==> config.mk <==
export PLATFORM = sky130hd
export DESIGN_NAME = acm_outbuf_flat
export DESIGN_NICKNAME = d
export VERILOG_FILES = /design/src/hdl/assert_macros.svh /design/src/hdl/acm_pkg.sv /design/src/hdl/acm_if.sv /design/src/hdl/acm_outbuf.sv /design/src/flat_wrapper.sv
export SDC_FILE = /design/constraint.sdc
export NUM_CORES = 1
export LEC_CHECK = 0
export BUFFER_PORTS_ARGS = -buffer_cell sky130_fd_sc_hd__buf_2
export CORE_MARGIN = 2
export CORE_UTILIZATION = 50
export CTS_BUF_LIST = sky130_fd_sc_hd__clkbuf_2
export DETAILED_ROUTE_END_ITERATION = 7
export PLACE_DENSITY = 0.77
export SLEW_MARGIN = 20
export SYNTH_ARGS = -nofsm -noshare
export SYNTH_HDL_FRONTEND = slang
export SYNTH_SLANG_ARGS = --single-unit
==> constraint.sdc <==
create_clock -name clk -period 13.3 [get_ports clk]
set_clock_uncertainty 0.15 [all_clocks]
set_input_delay 1.33 -clock clk [delete_from_list [all_inputs] [get_ports clk]]
set_output_delay 1.33 -clock clk [all_outputs]
set_load 0.05 [all_outputs]
==> src/hdl/assert_macros.svh <==
// Assertion helpers shared by the RTL. Every check is clocked on clk and held off during reset.
`ifndef ASSERT_MACROS_SVH
`define ASSERT_MACROS_SVH

// A property that must hold at every clock edge outside reset.
`define ACM_ASSERT(label, prop, msg) \
	label: assert property (@(posedge clk) disable iff (!arst_n) prop) else $error(msg);

// A condition in one cycle implies an expression in the next cycle.
`define ACM_ASSERT_NEXT(label, cond, expr, msg) \
	label: assert property (@(posedge clk) disable iff (!arst_n) (cond) |=> (expr)) \
		else $error(msg);

`endif

==> src/hdl/acm_pkg.sv <==
`timescale 1ns / 1ps

package acm_pkg;

	// Destinations that carry a live route; the others read as zero.
	localparam int CHANNELS = 8;

	localparam int NUM_SRC   = 8;
	localparam int NUM_DST   = 8;
	localparam int NUM_PAIRS = NUM_SRC / 2;
	localparam int SAMPLE_W  = 16;
	localparam int ROUTE_W   = 12;
	localparam int INDEX_W   = $clog2(NUM_DST);
	localparam int DIV_W     = 4;

	// Reciprocal scaling: quotient = (magnitude * recip) >> RECIP_SHIFT, exact for
	// every magnitude up to 2^15 and every divisor up to 15.
	localparam int RECIP_SHIFT = 21;
	localparam int RECIP_W     = 22;
	localparam int PROD_W      = SAMPLE_W + RECIP_W;

	typedef logic signed [SAMPLE_W-1:0]          sample_t;
	typedef logic [SAMPLE_W-1:0]                 mag_t;
	typedef logic [ROUTE_W-1:0]                  route_t;
	typedef logic [DIV_W-1:0]                    div_t;
	typedef logic [RECIP_W-1:0]                  recip_t;
	typedef logic [NUM_SRC-1:0][SAMPLE_W-1:0]    mag_vec_t;
	typedef logic [NUM_DST-1:0][SAMPLE_W-1:0]    mix_vec_t;

	// One finished frame on its way to the output buffer.
	typedef struct packed {
		mix_vec_t mixed;
		logic     last;
	} frame_t;

	// Rounded-up reciprocal of the divisor, scaled by 2^RECIP_SHIFT.
	function automatic recip_t recip(input div_t d);
		recip_t r;
		unique case (d)
			4'd1:    r = 22'd2097152;
			4'd2:    r = 22'd1048576;
			4'd3:    r = 22'd699051;
			4'd4:    r = 22'd524288;
			4'd5:    r = 22'd419431;
			4'd6:    r = 22'd349526;
			4'd7:    r = 22'd299594;
			4'd8:    r = 22'd262144;
			4'd9:    r = 22'd233017;
			4'd10:   r = 22'd209716;
			4'd11:   r = 22'd190651;
			4'd12:   r = 22'd174763;
			4'd13:   r = 22'd161320;
			4'd14:   r = 22'd149797;
			4'd15:   r = 22'd139811;
			default: r = '0;
		endcase
		return r;
	endfunction

endpackage

==> src/hdl/acm_if.sv <==


// Mixed frame channel.
interface acm_out_if;
	logic             valid;
	logic             ready;
	acm_pkg::sample_t mixed_0;
	acm_pkg::sample_t mixed_1;
	acm_pkg::sample_t mixed_2;
	acm_pkg::sample_t mixed_3;
	acm_pkg::sample_t mixed_4;
	acm_pkg::sample_t mixed_5;
	acm_pkg::sample_t mixed_6;
	acm_pkg::sample_t mixed_7;
	logic             frame_end;

	modport source (output valid, mixed_0, mixed_1, mixed_2, mixed_3, mixed_4,
		mixed_5, mixed_6, mixed_7, frame_end, input ready);
	modport sink (input valid, mixed_0, mixed_1, mixed_2, mixed_3, mixed_4,
		mixed_5, mixed_6, mixed_7, frame_end, output ready);
endinterface

==> src/hdl/acm_outbuf.sv <==
`timescale 1ns / 1ps

// Two-entry output buffer. The pipeline keeps moving while one finished item
// waits; the upstream enable comes straight from a flop.
module acm_outbuf (
	input  logic            clk,
	input  logic            arst_n,
	input  logic            push,
	input  acm_pkg::frame_t din,
	output logic            en,
	acm_out_if.source       mix
);

	acm_pkg::frame_t main_q;
	acm_pkg::frame_t skid_q;
	logic            main_v_q;
	logic            skid_v_q;
	logic            pop;

	assign pop = main_v_q & mix.ready;
	assign en  = ~skid_v_q;

	// Valid bits of the two entries.
	always_ff @(posedge clk or negedge arst_n) begin
		if (!arst_n) begin
			main_v_q <= 1'b0;
			skid_v_q <= 1'b0;
		end else if (skid_v_q) begin
			if (pop) begin
				skid_v_q <= 1'b0;
			end
		end else if (push) begin
			if (main_v_q && !pop) begin
				skid_v_q <= 1'b1;
			end
			main_v_q <= 1'b1;
		end else if (pop) begin
			main_v_q <= 1'b0;
		end
	end

	// Payload of the two entries.
	always_ff @(posedge clk) begin
		if (skid_v_q) begin
			if (pop) begin
				main_q <= skid_q;
			end
		end else if (push) begin
			if (!main_v_q || pop) begin
				main_q <= din;
			end else begin
				skid_q <= din;
			end
		end
	end

	assign mix.valid     = main_v_q;
	assign mix.mixed_0   = main_q.mixed[0];
	assign mix.mixed_1   = main_q.mixed[1];
	assign mix.mixed_2   = main_q.mixed[2];
	assign mix.mixed_3   = main_q.mixed[3];
	assign mix.mixed_4   = main_q.mixed[4];
	assign mix.mixed_5   = main_q.mixed[5];
	assign mix.mixed_6   = main_q.mixed[6];
	assign mix.mixed_7   = main_q.mixed[7];
	assign mix.frame_end = main_q.last;

endmodule
==> src/flat_wrapper.sv <==
// flat-port wrapper written by rule: the top's interface ports become plain ports
module acm_outbuf_flat 
  (clk, arst_n, push, din, en, mix_valid, mix_mixed_0, mix_mixed_1, mix_mixed_2, mix_mixed_3, mix_mixed_4, mix_mixed_5, mix_mixed_6, mix_mixed_7, mix_frame_end, mix_ready);
  acm_out_if mix_i ();
  input  logic clk;
  input  logic arst_n;
  input  logic push;
  input  acm_pkg::frame_t din;
  output logic en;
  output wire logic [$bits(mix_i.valid)-1:0] mix_valid;
  output wire logic [$bits(mix_i.mixed_0)-1:0] mix_mixed_0;
  output wire logic [$bits(mix_i.mixed_1)-1:0] mix_mixed_1;
  output wire logic [$bits(mix_i.mixed_2)-1:0] mix_mixed_2;
  output wire logic [$bits(mix_i.mixed_3)-1:0] mix_mixed_3;
  output wire logic [$bits(mix_i.mixed_4)-1:0] mix_mixed_4;
  output wire logic [$bits(mix_i.mixed_5)-1:0] mix_mixed_5;
  output wire logic [$bits(mix_i.mixed_6)-1:0] mix_mixed_6;
  output wire logic [$bits(mix_i.mixed_7)-1:0] mix_mixed_7;
  output wire logic [$bits(mix_i.frame_end)-1:0] mix_frame_end;
  input wire logic [$bits(mix_i.ready)-1:0] mix_ready;
  assign mix_valid = mix_i.valid;
  assign mix_mixed_0 = mix_i.mixed_0;
  assign mix_mixed_1 = mix_i.mixed_1;
  assign mix_mixed_2 = mix_i.mixed_2;
  assign mix_mixed_3 = mix_i.mixed_3;
  assign mix_mixed_4 = mix_i.mixed_4;
  assign mix_mixed_5 = mix_i.mixed_5;
  assign mix_mixed_6 = mix_i.mixed_6;
  assign mix_mixed_7 = mix_i.mixed_7;
  assign mix_frame_end = mix_i.frame_end;
  assign mix_i.ready = mix_ready;
  acm_outbuf u_core (.clk(clk), .arst_n(arst_n), .push(push), .din(din), .en(en), .mix(mix_i));
endmodule
[Word-level counts from Yosys, hierarchy flattened]
Cells that the tools add are included.
Operators by class
  add/subtract/negate cells: 0
  multiply operators: 0
  divide/modulo/power cells: 0
  $lt $le $gt $ge: 0
  equal/unequal tests: 1
  shift-type cells: 0
  mux-type cells: 10
  bitwise operators: 3
  reduce and logical (&&, ||, !) cells: 10
Operators by type and width (number)
  $mux W129: 4
  $mux W1: 6
  $reduce_and A3 Y1: 2
  $reduce_bool A2 Y1: 3
  $logic_not A1 Y1: 2
  $ne A2 B2 Y1 const B: 1
  $not A1 Y1: 2
  $reduce_and A2 Y1: 1
  $and A1 B1 Y1: 1
  $logic_and A1 B1 Y1: 1
  $logic_or A1 B1 Y1: 1
Word-level totals
  flip-flop bits (word level): 260
  bits in latches: 0
  bits in writable memories: 0
  ROM bits: 0
  bits of input ports: 133
  output and inout port bits: 131
  logic and storage cells: 44
  memories: 0

[Logic depth before layout (Yosys ltp)]
Gate-level depths: netlist of run 1.
  depth after elaboration: 6
  depth in mapped cells: 5
  mapped depth without buffers: 2

[Least setup slack after synthesis of run 1]
No wires, ideal clock.
  kind: input-to-reg
  from: input mix_ready
  to: register u_core.main_q, in the netlist u_core.mix.frame_end (enable)
  setup time: 500 ps
  arrival: 4391 ps
  data required time: 12650 ps
  slack: 8260 ps
  stages on the path: 2
  path buffers: 0
  path through: and2_1 > o22a_1
On the way
  cells in the longest elaborated chain, start to end: 4
  elaborated cells between the ends (all ways): 5
  classes of those cells: eq/ne: 1; bitwise: 1; reduce/logical: 3
Ends and longest elaborated chain
  from (decl): RTL line flat_wrapper.sv:20  | input wire logic [$bits(mix_i.ready)-1:0] mix_ready;
  $and A1 B1 Y1 *: RTL line acm_outbuf.sv:20  | assign pop = main_v_q & mix.ready;
  $logic_or A1 B1 Y1: RTL line acm_outbuf.sv:49  | if (!main_v_q || pop) begin
  $reduce_bool A2 Y1 (no source line)
  $reduce_and A3 Y1 (no source line) *
  to (signal assigned): RTL line acm_outbuf.sv:46  | main_q <= skid_q;
  to (signal assigned): RTL line acm_outbuf.sv:50  | main_q <= din;
  to (decl): RTL line acm_outbuf.sv:14  | acm_pkg::frame_t main_q;
Mark *: on every way between the ends. The rest lies on a longest branch, timed or not.
A chain may end at the register's enable or synchronous reset.

[Worst setup path in the final report of run 1]
  from: register u_core.skid_v_q
  to: output en
On the way
  cells in the longest elaborated chain, start to end: 1
Ends and longest elaborated chain
  from (decl): RTL line acm_outbuf.sv:17  | logic skid_v_q;
  from (signal assigned): RTL line acm_outbuf.sv:27  | skid_v_q <= 1'b0;
  from (signal assigned): RTL line acm_outbuf.sv:30  | skid_v_q <= 1'b0;
  from (signal assigned): RTL line acm_outbuf.sv:34  | skid_v_q <= 1'b1;
  $not A1 Y1 (no source line)
  to (decl): RTL line flat_wrapper.sv:9  | output logic en;
Every way passes these cells.

==> impl_metrics.tcl, run 1 <==
set metrics [dict create \
    ys.flop_type "edfxtp_1" \
    synthMostInstantiatedCell "edfxtp_1" \
    slew_violations 0 \
    power_density_nw_per_um2 246 \
    power_leakage_nw 4.57 \
    fin_area_um2 11600 \
    relSlewSlack_pct 36.9 \
    synth_cells 413 \
    place_inst 899 \
    critPathCaptureType "output pin" \
    hold_class "in2async" \
    required_ns 11.82 \
    slowest_delay_ns 0.66 \
    core_area_um2 18800 \
    tightest_slew_ns 0.947 \
    drt_iter0_markers 207 \
    grt_pass1_wl_um 27400 \
    grt_util_all_layers_pct 17.6 \
    gp_congestion 0.744 \
    synth-edff-count 258 \
    tritoncts "done" \
    ys_seq_elements 260 \
    multiInputGateArea_um2 1690 \
    rows 50 \
    grt_pass1_vias 5356 \
    vias 5072 \
    grt_max_degree 71 \
    overflow 0 \
    antenna_left 0 \
    seqCellArea_um2 7800 \
    syn_avg_cell_area_um2 23.2 \
    finalHoldViolCount 0 \
    clockRootBuffer "clkbuf_2" \
    final_nets 860 \
    setup_tns_ns 0 \
    cts_buffers 60 \
    layout-drive-gt1-share_pct 63.3 \
    finalNonFillerCells 1003 \
    placed_area_um2 11100 \
    synth.top_cells.by_area "edfxtp_1, mux2_2, mux2_4" \
    drtPass1Iterations 4 \
    fillerInstances 1382 \
    viasPerCell 5.06 \
    routed_wl_um 18600 \
    drc 0 \
    antenna_found_initial 5 \
    maxCapViolations 0 \
    slowest_stage "dfrtp_4" \
    yosysUniqueCellTypes 14 \
    crit_type "reg2out" \
    cts_num_sinks 260 \
    worst_setup_path_start_kind "register" \
    synthTopCellsByCount "edfxtp_1, mux2_2, mux2_4" \
    die_h_um 143 \
    post_cts_buffers 0 \
    synth_top_cell_area_share_pct 80.7 \
    setup_viol 0 \
    hold_buffers 0 \
    async_flop_share_pct 0.769 \
    port-buffer-count 263 \
    syn_area_um2 9600 \
    critPathMaxFanout 25 \
    ctsResizeCount 0 \
    routedWlPerCell_um 18.6 \
    die_w_um 143 \
    start_util_pct 51.1 \
    clock_latency_ns 0.80 \
    outcome "finished, final reports clean" \
    cp_cell_sequence "inv_2 > buf_2" \
    worstPathArrival_ns 1.82 \
    syn_to_final_growth_pct 21.1 \
    synth_nets 546 \
    final.min_clock_period_ns 3.30 \
    period_share_pct 24.8 \
    irDropWorstVdd_uv 216 \
    ioPinCount 264 \
    die-area_um2 20300 \
    yosysWarningCount 0 \
    fmax_mhz 303 \
    synth_area_leader_cell "edfxtp_1" \
    dpl.hpwl_um 12400 \
    h-tree-depth 2 \
    clk_pin_slew_ns 0.11 \
    clockBufferDepth 3 \
    ys_seq_area_share_pct 81.3 \
    grt_setup_unrepaired "false" \
]
## worst paths after layout
path / start / endpoint / slack (ns) / cells after the start
worst max-delay path: u_core.skid_v_q / en / 10.0 / 2
worst min-delay path: arst_n / u_core.skid_v_q / 0.18 / 1
worst max register to register: u_core.skid_v_q / u_core.mix.mixed_2[6] / 10.18 / 3
worst min register to register: u_core.skid_q[90] / u_core.mix.mixed_5[9] / 0.37 / 1
max in group asynchronous: arst_n / u_core.mix.valid / 12.68 / 1
min in group clk: u_core.skid_q[90] / u_core.mix.mixed_5[9] / 0.37 / 1
## cells in the final DEF, fill, tap and decap left out
master / count
a21oi_1: 1
and2_1: 1
edfxtp_1: 258
inv_2: 3
mux2_2: 84
dfrtp_1: 1
diode_2: 3
buf_2: 263
mux2_4: 45
buf_4: 4
clkinv_1: 16
clkinv_2: 2
o22a_4: 1
dfrtp_4: 1
clkbuf_2: 81
nand2b_1: 1
nor2_1: 2
and4bb_4: 1
a22o_1: 1
## area by class of cell
type	count	area share [%]
clock inverter	20	0.667
sequential	260	67.1
tap	234	2.52
inverter	1	0.0323
antenna	3	0.0646
clock buffer	81	3.49
timing repair buffer	267	11.6
multi-input combinational	137	14.5
## sequential cells by signal, summed over array words and instances, names as in the netlist, 16 cells and up
signal	cells
u_core.mix.mixed_7	16
u_core.mix.mixed_6	16
u_core.skid_q	129
u_core.mix.mixed_0	16
u_core.mix.mixed_1	16
u_core.mix.mixed_2	16
u_core.mix.mixed_4	16
u_core.mix.mixed_3	16
u_core.mix.mixed_5	16
## metal layers
metal	GRT usage, %	part of all wire [%]	vias up
met5	0	0.18	-
met4	6.77	1.9	6
met3	8.28	11	37
met2	28.7	48	250
met1	20.4	39	2455
li1	-	-	2324
## cells by family (layout without fill, tap and decap cells)
kind of cell | after synthesis | in the layout | share of synthesized area (%)
flops | 260 | 260 | 81.3
mux | 129 | 129 | 16.9
buf+inv | 16 | 369 | 1.28
simple gates | 5 | 5 | 0.339
compound gates | 3 | 3 | 0.235
other cells | 0 | 3 | 0
## worst max-delay path: cells and delay by family, from the launching register on
family	cells	cell delay (ns)
DFF	1	0.66
buffers and inverters	2	0.38
## through the flow
stage	setup slack (ns)	total power [mW]	hold slack [ns]	utilization, %
floorplan	8.26	2.21	0.373	-
detailed placement	9.42	2.44	0.382	59.3
finish	10.0	2.86	0.183	61.9
CTS	9.92	2.89	0.0948	61.9
global route	9.85	2.98	0.0750	61.9
global placement	9.46	2.41	0.376	59.3
## where the power goes
group | total, mW | switching (mW) | internal (mW)
logic | 1.14 | 0.834 | 0.305
clock network | 0.452 | 0.287 | 0.164
registers | 1.27 | 0.0698 | 1.20
(Power assumes the default switching activity.)
==> inputs of run 2 (changes only) <==
Settings changed: ABC_AREA set to 1, CORE_UTILIZATION 50 to 49, PLACE_DENSITY 0.77 to 0.79.
Clock period 13.3 ns to 2.9 ns, I/O delays scaled along.
==> run 2 against run 1 <==
Effect of this change: synthesized area down 0.76%; die area increased by 1.2%; hold slack got worse by 0.084 ns; setup slack got worse by 9.9 ns; sequential power increased to 3.9 times the previous value; utilization increased by 9.2 points; sequential share of layout area fell by 9.1 points; first-iteration DRC count grew 86%; clock power increased to 5.5 times the previous value.
==> impl_metrics.tcl, run 2 <==
set metrics [dict create \
    cp_cell_sequence "inv_8 > buf_4 > buf_2" \
    path_buf_inv 3 \
    clk_pin_slew_ns 0.11 \
    die_w_um 143 \
    clock_latency_ns 0.79 \
    whs_ns 0.0991 \
    gp_congestion 0.781 \
    slew_violations 0 \
    antenna_left 0 \
    mostFrequentLayoutCells "nand2_1, buf_2, edfxtp_1, dlygate4sd3_1, clkbuf_2" \
    tritoncts "done" \
    power_leakage_nw 5.91 \
    viasPerCell 4.88 \
    antenna_found_initial 1 \
    placed_area_um2 11100 \
    port-buffer-count 263 \
    synth_cells 692 \
    core_area_um2 18900 \
    drtPass1Iterations 4 \
    syn_area_um2 9520 \
    grt_pass1_vias 7544 \
    maxCapViolations 0 \
    worst_setup_path_start_kind "register" \
    slowest_delay_ns 0.69 \
    routed_wl_um 24600 \
    synth_nets 825 \
    hold_class "in2reg" \
    p_total_mw 10.1 \
    die_h_um 143 \
    rr_endpoint "u_core.mix.mixed_6[11]" \
    overflow 0 \
    final.min_clock_period_ns 2.75 \
    slowest_stage "dfrtp_4" \
    setup_tns_ns 0 \
    cp-endpoint "en" \
    worstPathArrival_ns 2.31 \
    tightest_slew_ns 0.613 \
    async_flop_share_pct 0.769 \
    synth-edff-count 258 \
    syn_to_final_growth_pct 41.2 \
    die-area_um2 20600 \
    clockRootBuffer "clkbuf_2" \
    outcome "finished, final reports clean" \
    synth.top_cells.by_area "edfxtp_1, nand2_1, buf_6" \
    largest_register "u_core.skid_q" \
    irDropWorstVdd_uv 407 \
    synthMostInstantiatedCell "nand2_1" \
    fin_area_um2 13400 \
    cts_buffers 67 \
    fmax_mhz 363 \
    dpl.hpwl_um 13000 \
    yosysUniqueCellTypes 10 \
    rr_startpoint "u_core.skid_v_q" \
    r2r_cells 5 \
    crit_type "reg2out" \
    rrSetupSlack_ns 0.69 \
    ys_seq_area_share_pct 81.9 \
    relSlewSlack_pct 59.1 \
    critPathCaptureType "output pin" \
    final_nets 1312 \
    finalNonFillerCells 1475 \
    crit_start "u_core.skid_v_q" \
    place_inst 1195 \
    setup_ws_ns 0.148 \
    grt_util_all_layers_pct 24.0 \
    power_density_nw_per_um2 752 \
    synth_top_cell_area_share_pct 81.3 \
    required_ns 2.46 \
    period_share_pct 94.9 \
    routedWlPerCell_um 16.7 \
    critPathMaxFanout 39 \
    vias 7201 \
    post_cts_buffers 0 \
    setup_viol 0 \
    synth_area_leader_cell "edfxtp_1" \
    synthTopCellsByCount "nand2_1, edfxtp_1, buf_2" \
    drc 0 \
    finalHoldViolCount 0 \
    cts_num_sinks 260 \
    ys.flop_type "edfxtp_1" \
    crit_cells 3 \
    layout-drive-gt1-share_pct 31.1 \
    dp_slack_ns 0.675 \
    yosysWarningCount 0 \
    start_util_pct 50.4 \
    rows 50 \
    h-tree-depth 3 \
    utilization_pct 71.2 \
    ys_seq_elements 260 \
    drt_iter0_markers 384 \
    syn_avg_cell_area_um2 13.8 \
    largest_reg_flops 129 \
    grt_pass1_wl_um 37300 \
    final_common_cell "nand2_1" \
    critPathTopFamily "buffers and inverters" \
    grt_setup_unrepaired "false" \
    ioPinCount 264 \
    clockBufferDepth 3 \
    grt_max_degree 74 \
]
==> run 2: what timing repair did <==
action,CTS,global route
gates cloned,0,0
gates resized for setup,1,1
hold buffers,171,4
endpoints found under the hold margin,379,4
setup endpoints to repair,1,1
==> run 2: area by class of cell <==
cell class	count	area, µm²
repair buffers	447	3190
flip-flops and latches	260	7800
fillers	1264	5450
clock inverters	13	128
multi-input cells	398	1520
clock buffers	91	455
diodes	1	2.50
well taps	260	325
inverters	5	26.3
==> run 2: how the worst min path moves through the flow <==
stage | start | end | slack (ns) | depth (start not counted)
after floorplan | arst_n | u_core.mix.valid | -0.16 | 0
after global placement | arst_n | u_core.skid_v_q | -0.07 | 1
after detailed placement | arst_n | u_core.skid_v_q | -0.07 | 1
after CTS | din[106] | u_core.skid_q[106] | 0.0002 | 2
after global routing | din[86] | u_core.skid_q[86] | 0.004 | 2
final | din[9] | u_core.skid_q[9] | 0.1 | 2
==> run 2: logic make-up after synthesis <==
logic type             share of synthesized area (%)
and+or+nand+nor                                 15.6
DFF                                             81.9
AOI/OAI and AO/OA                             0.0525
buffers and inverters                           2.43
==> run 2: worst register-to-register path, cell delays in order, from the launching register on <==
cell and delay, ns:
dfrtp_4 0.73, inv_8 0.18, nand2_1 0.14, nand2_2 0.08, nor2_4 0.14, buf_12 0.33
==> run 2: report_power, final <==
part	switching (mW)	internal, mW
Clock	1.39	1.10
Sequential	0.186	4.76
Combinational	2.04	0.640
Total	3.62	6.50
==> run 2: metal layers <==
metal	wire length [µm]	GRT usage, %
met5	0	0
met4	726	11.2
met3	2010	6.93
met2	13000	42.5
met1	8870	26.6
==> inputs of run 3 (changes only) <==
Settings changed: CORE_UTILIZATION 49 to 50, PLACE_DENSITY 0.79 to 0.77.
Clock period 2.9 ns to 3.35 ns, I/O delays scaled along.
==> run 3 against run 2 <==
Effect of this change: clock power down 21%; final cell count down 1.1%; flip-flop and latch count stayed put; setup slack better by 0.078 ns; non-clock buffer count fell by 1; combinational power decreased by 14%; die area fell by 1.9%; first-iteration DRC count grew 11%; utilization rose by 0.099 points; highest routed layer unchanged.
==> impl_metrics.tcl, run 3 (synthesis gave the netlist of run 2 again) <==
set metrics [dict create \
    crit_cells 3 \
    cts_buffers 61 \
    grt_util_all_layers_pct 23.6 \
    tightest_slew_ns 1.03 \
    viasPerCell 4.88 \
    die_w_um 142 \
    clockBufferDepth 3 \
    slew_violations 0 \
    cp_cell_sequence "inv_4 > buf_4 > buf_2" \
    worst_setup_path_start_kind "register" \
    critPathMaxFanout 68 \
    critPathCaptureType "output pin" \
    antenna_found_initial 3 \
    tritoncts "done" \
    pwr-share-seq_pct 49.9 \
    start_util_pct 50.9 \
    clock_latency_ns 0.83 \
    grt_setup_unrepaired "false" \
    fin_area_um2 13300 \
    routedWlPerCell_um 16.6 \
    die-area_um2 20200 \
    finalNonFillerCells 1459 \
    path_buf_inv 3 \
    maxCapViolations 0 \
    drtPass1Iterations 5 \
    worstPathArrival_ns 2.64 \
    cp-endpoint "en" \
    rr_startpoint "u_core.skid_v_q" \
    die_h_um 142 \
    critPathTopFamily "buffers and inverters" \
    placed_area_um2 11000 \
    required_ns 2.86 \
    power_leakage_nw 5.87 \
    seqCellArea_um2 7800 \
    antenna_left 0 \
    final_nets 1305 \
    vias 7116 \
    routed_wl_um 24200 \
    gp_congestion 0.786 \
    rrSetupSlack_ns 0.58 \
    largest_reg_flops 129 \
    ioPinCount 264 \
    slowest_delay_ns 0.68 \
    core_area_um2 18700 \
    period_share_pct 93.2 \
    rr_endpoint "u_core.skid_v_q" \
    place_inst 1167 \
    fmax_mhz 320 \
    p_clk_share_pct 23.1 \
    rows 50 \
    setup_tns_ns 0 \
    drc 0 \
    crit_type "reg2out" \
    mostFrequentLayoutCells "nand2_1, buf_2, edfxtp_1, dlygate4sd3_1, clkbuf_2" \
    fillerInstances 1185 \
    power.internal_mw 5.38 \
    grt_pass1_wl_um 36800 \
    port-buffer-count 263 \
    clk_pin_slew_ns 0.15 \
    relSlewSlack_pct 31.5 \
    h-tree-depth 2 \
    drt_iter0_markers 425 \
    largest_register "u_core.skid_q" \
    crit_start "u_core.skid_v_q" \
    layout-drive-gt1-share_pct 30.2 \
    final_common_cell "nand2_1" \
    syn_to_final_growth_pct 40.0 \
    dpl.hpwl_um 12400 \
    r2r_cells 4 \
    grt_max_degree 99 \
    clockRootBuffer "clkbuf_2" \
    netSwitchingFraction_pct 37.1 \
    finalHoldViolCount 0 \
    setup_viol 0 \
    outcome "finished, final reports clean" \
    slowest_stage "dfrtp_4" \
    overflow 0 \
    cts_num_sinks 260 \
    multiInputGateArea_um2 1510 \
    power_frac_comb_pct 27.0 \
    post_cts_buffers 0 \
    final.min_clock_period_ns 3.12 \
    grt_pass1_vias 7209 \
    p_total_mw 8.55 \
    hold_class "in2reg" \
    p_switching_mw 3.17 \
    irDropWorstVdd_uv 396 \
    power_density_nw_per_um2 642 \
]
## run 3: worst min-delay path by stage
| stage | start | endpoint | slack, ns | cells after the start |
|---|---|---|---|---|
| after floorplan | arst_n | u_core.mix.valid | -0.11 | 0 |
| after global placement | arst_n | u_core.skid_v_q | -0.02 | 1 |
| after detailed placement | arst_n | u_core.skid_v_q | -0.02 | 1 |
| after CTS | din[49] | u_core.skid_q[49] | 0.0004 | 2 |
| after global routing | din[2] | u_core.skid_q[2] | 0.01 | 2 |
| final | din[122] | u_core.skid_q[122] | 0.06 | 2 |
## run 3: what timing repair did
item                                   in CTS  in global routing
gates resized for setup                     0                  0
setup endpoints to repair                   0                  0
endpoints found under the hold margin     297                  0
hold buffers                              176                  0
## run 3: area by class of cell
cell class | count | area share (%)
Timing Repair Buffer | 446 | 23.7
Antenna cell | 3 | 0.0563
Tap cell | 234 | 2.20
Clock buffer | 88 | 3.30
Clock inverter | 25 | 0.732
Multi-Input combinational cell | 398 | 11.3
Sequential cell | 260 | 58.5
Inverter | 5 | 0.160
## run 3: metal layers
metal	global-route usage [%]	part of all wire [%]
met5	0	0
met1	28.6	38
met4	9.32	3.1
met2	39.7	49
met3	7.57	10
## run 3: per-stage QoR
step | hold slack (ns) | utilization (%) | setup WS (ns)
detailed placement | -0.0215 | 58.9 | 1.12
global placement | -0.0232 | 58.9 | 1.14
floorplan | -0.111 | - | 0.00421
finish | 0.0578 | 71.3 | 0.226
CTS | 0.000434 | 71.2 | 0.173
global route | 0.00950 | 71.3 | 0.0760
## run 3: worst reg2reg max path, stage by stage (launching register included)
cell,delay [ns]
dfrtp_4,0.71
buf_4,0.82
o21ai_0,0.32
nor2_1,0.13
dlygate4sd3_1,0.57
## run 3: power by group through the flow
stage / combinational [mW] / sequential, mW / clock (mW)
finish: 2.31 / 4.27 / 1.97
global route: 2.46 / 4.30 / 2.18
CTS: 2.28 / 4.25 / 2.01
detailed placement: 2.12 / 4.32 / 0
global placement: 2.08 / 4.32 / 0
floorplan: 0.603 / 5.33 / 0
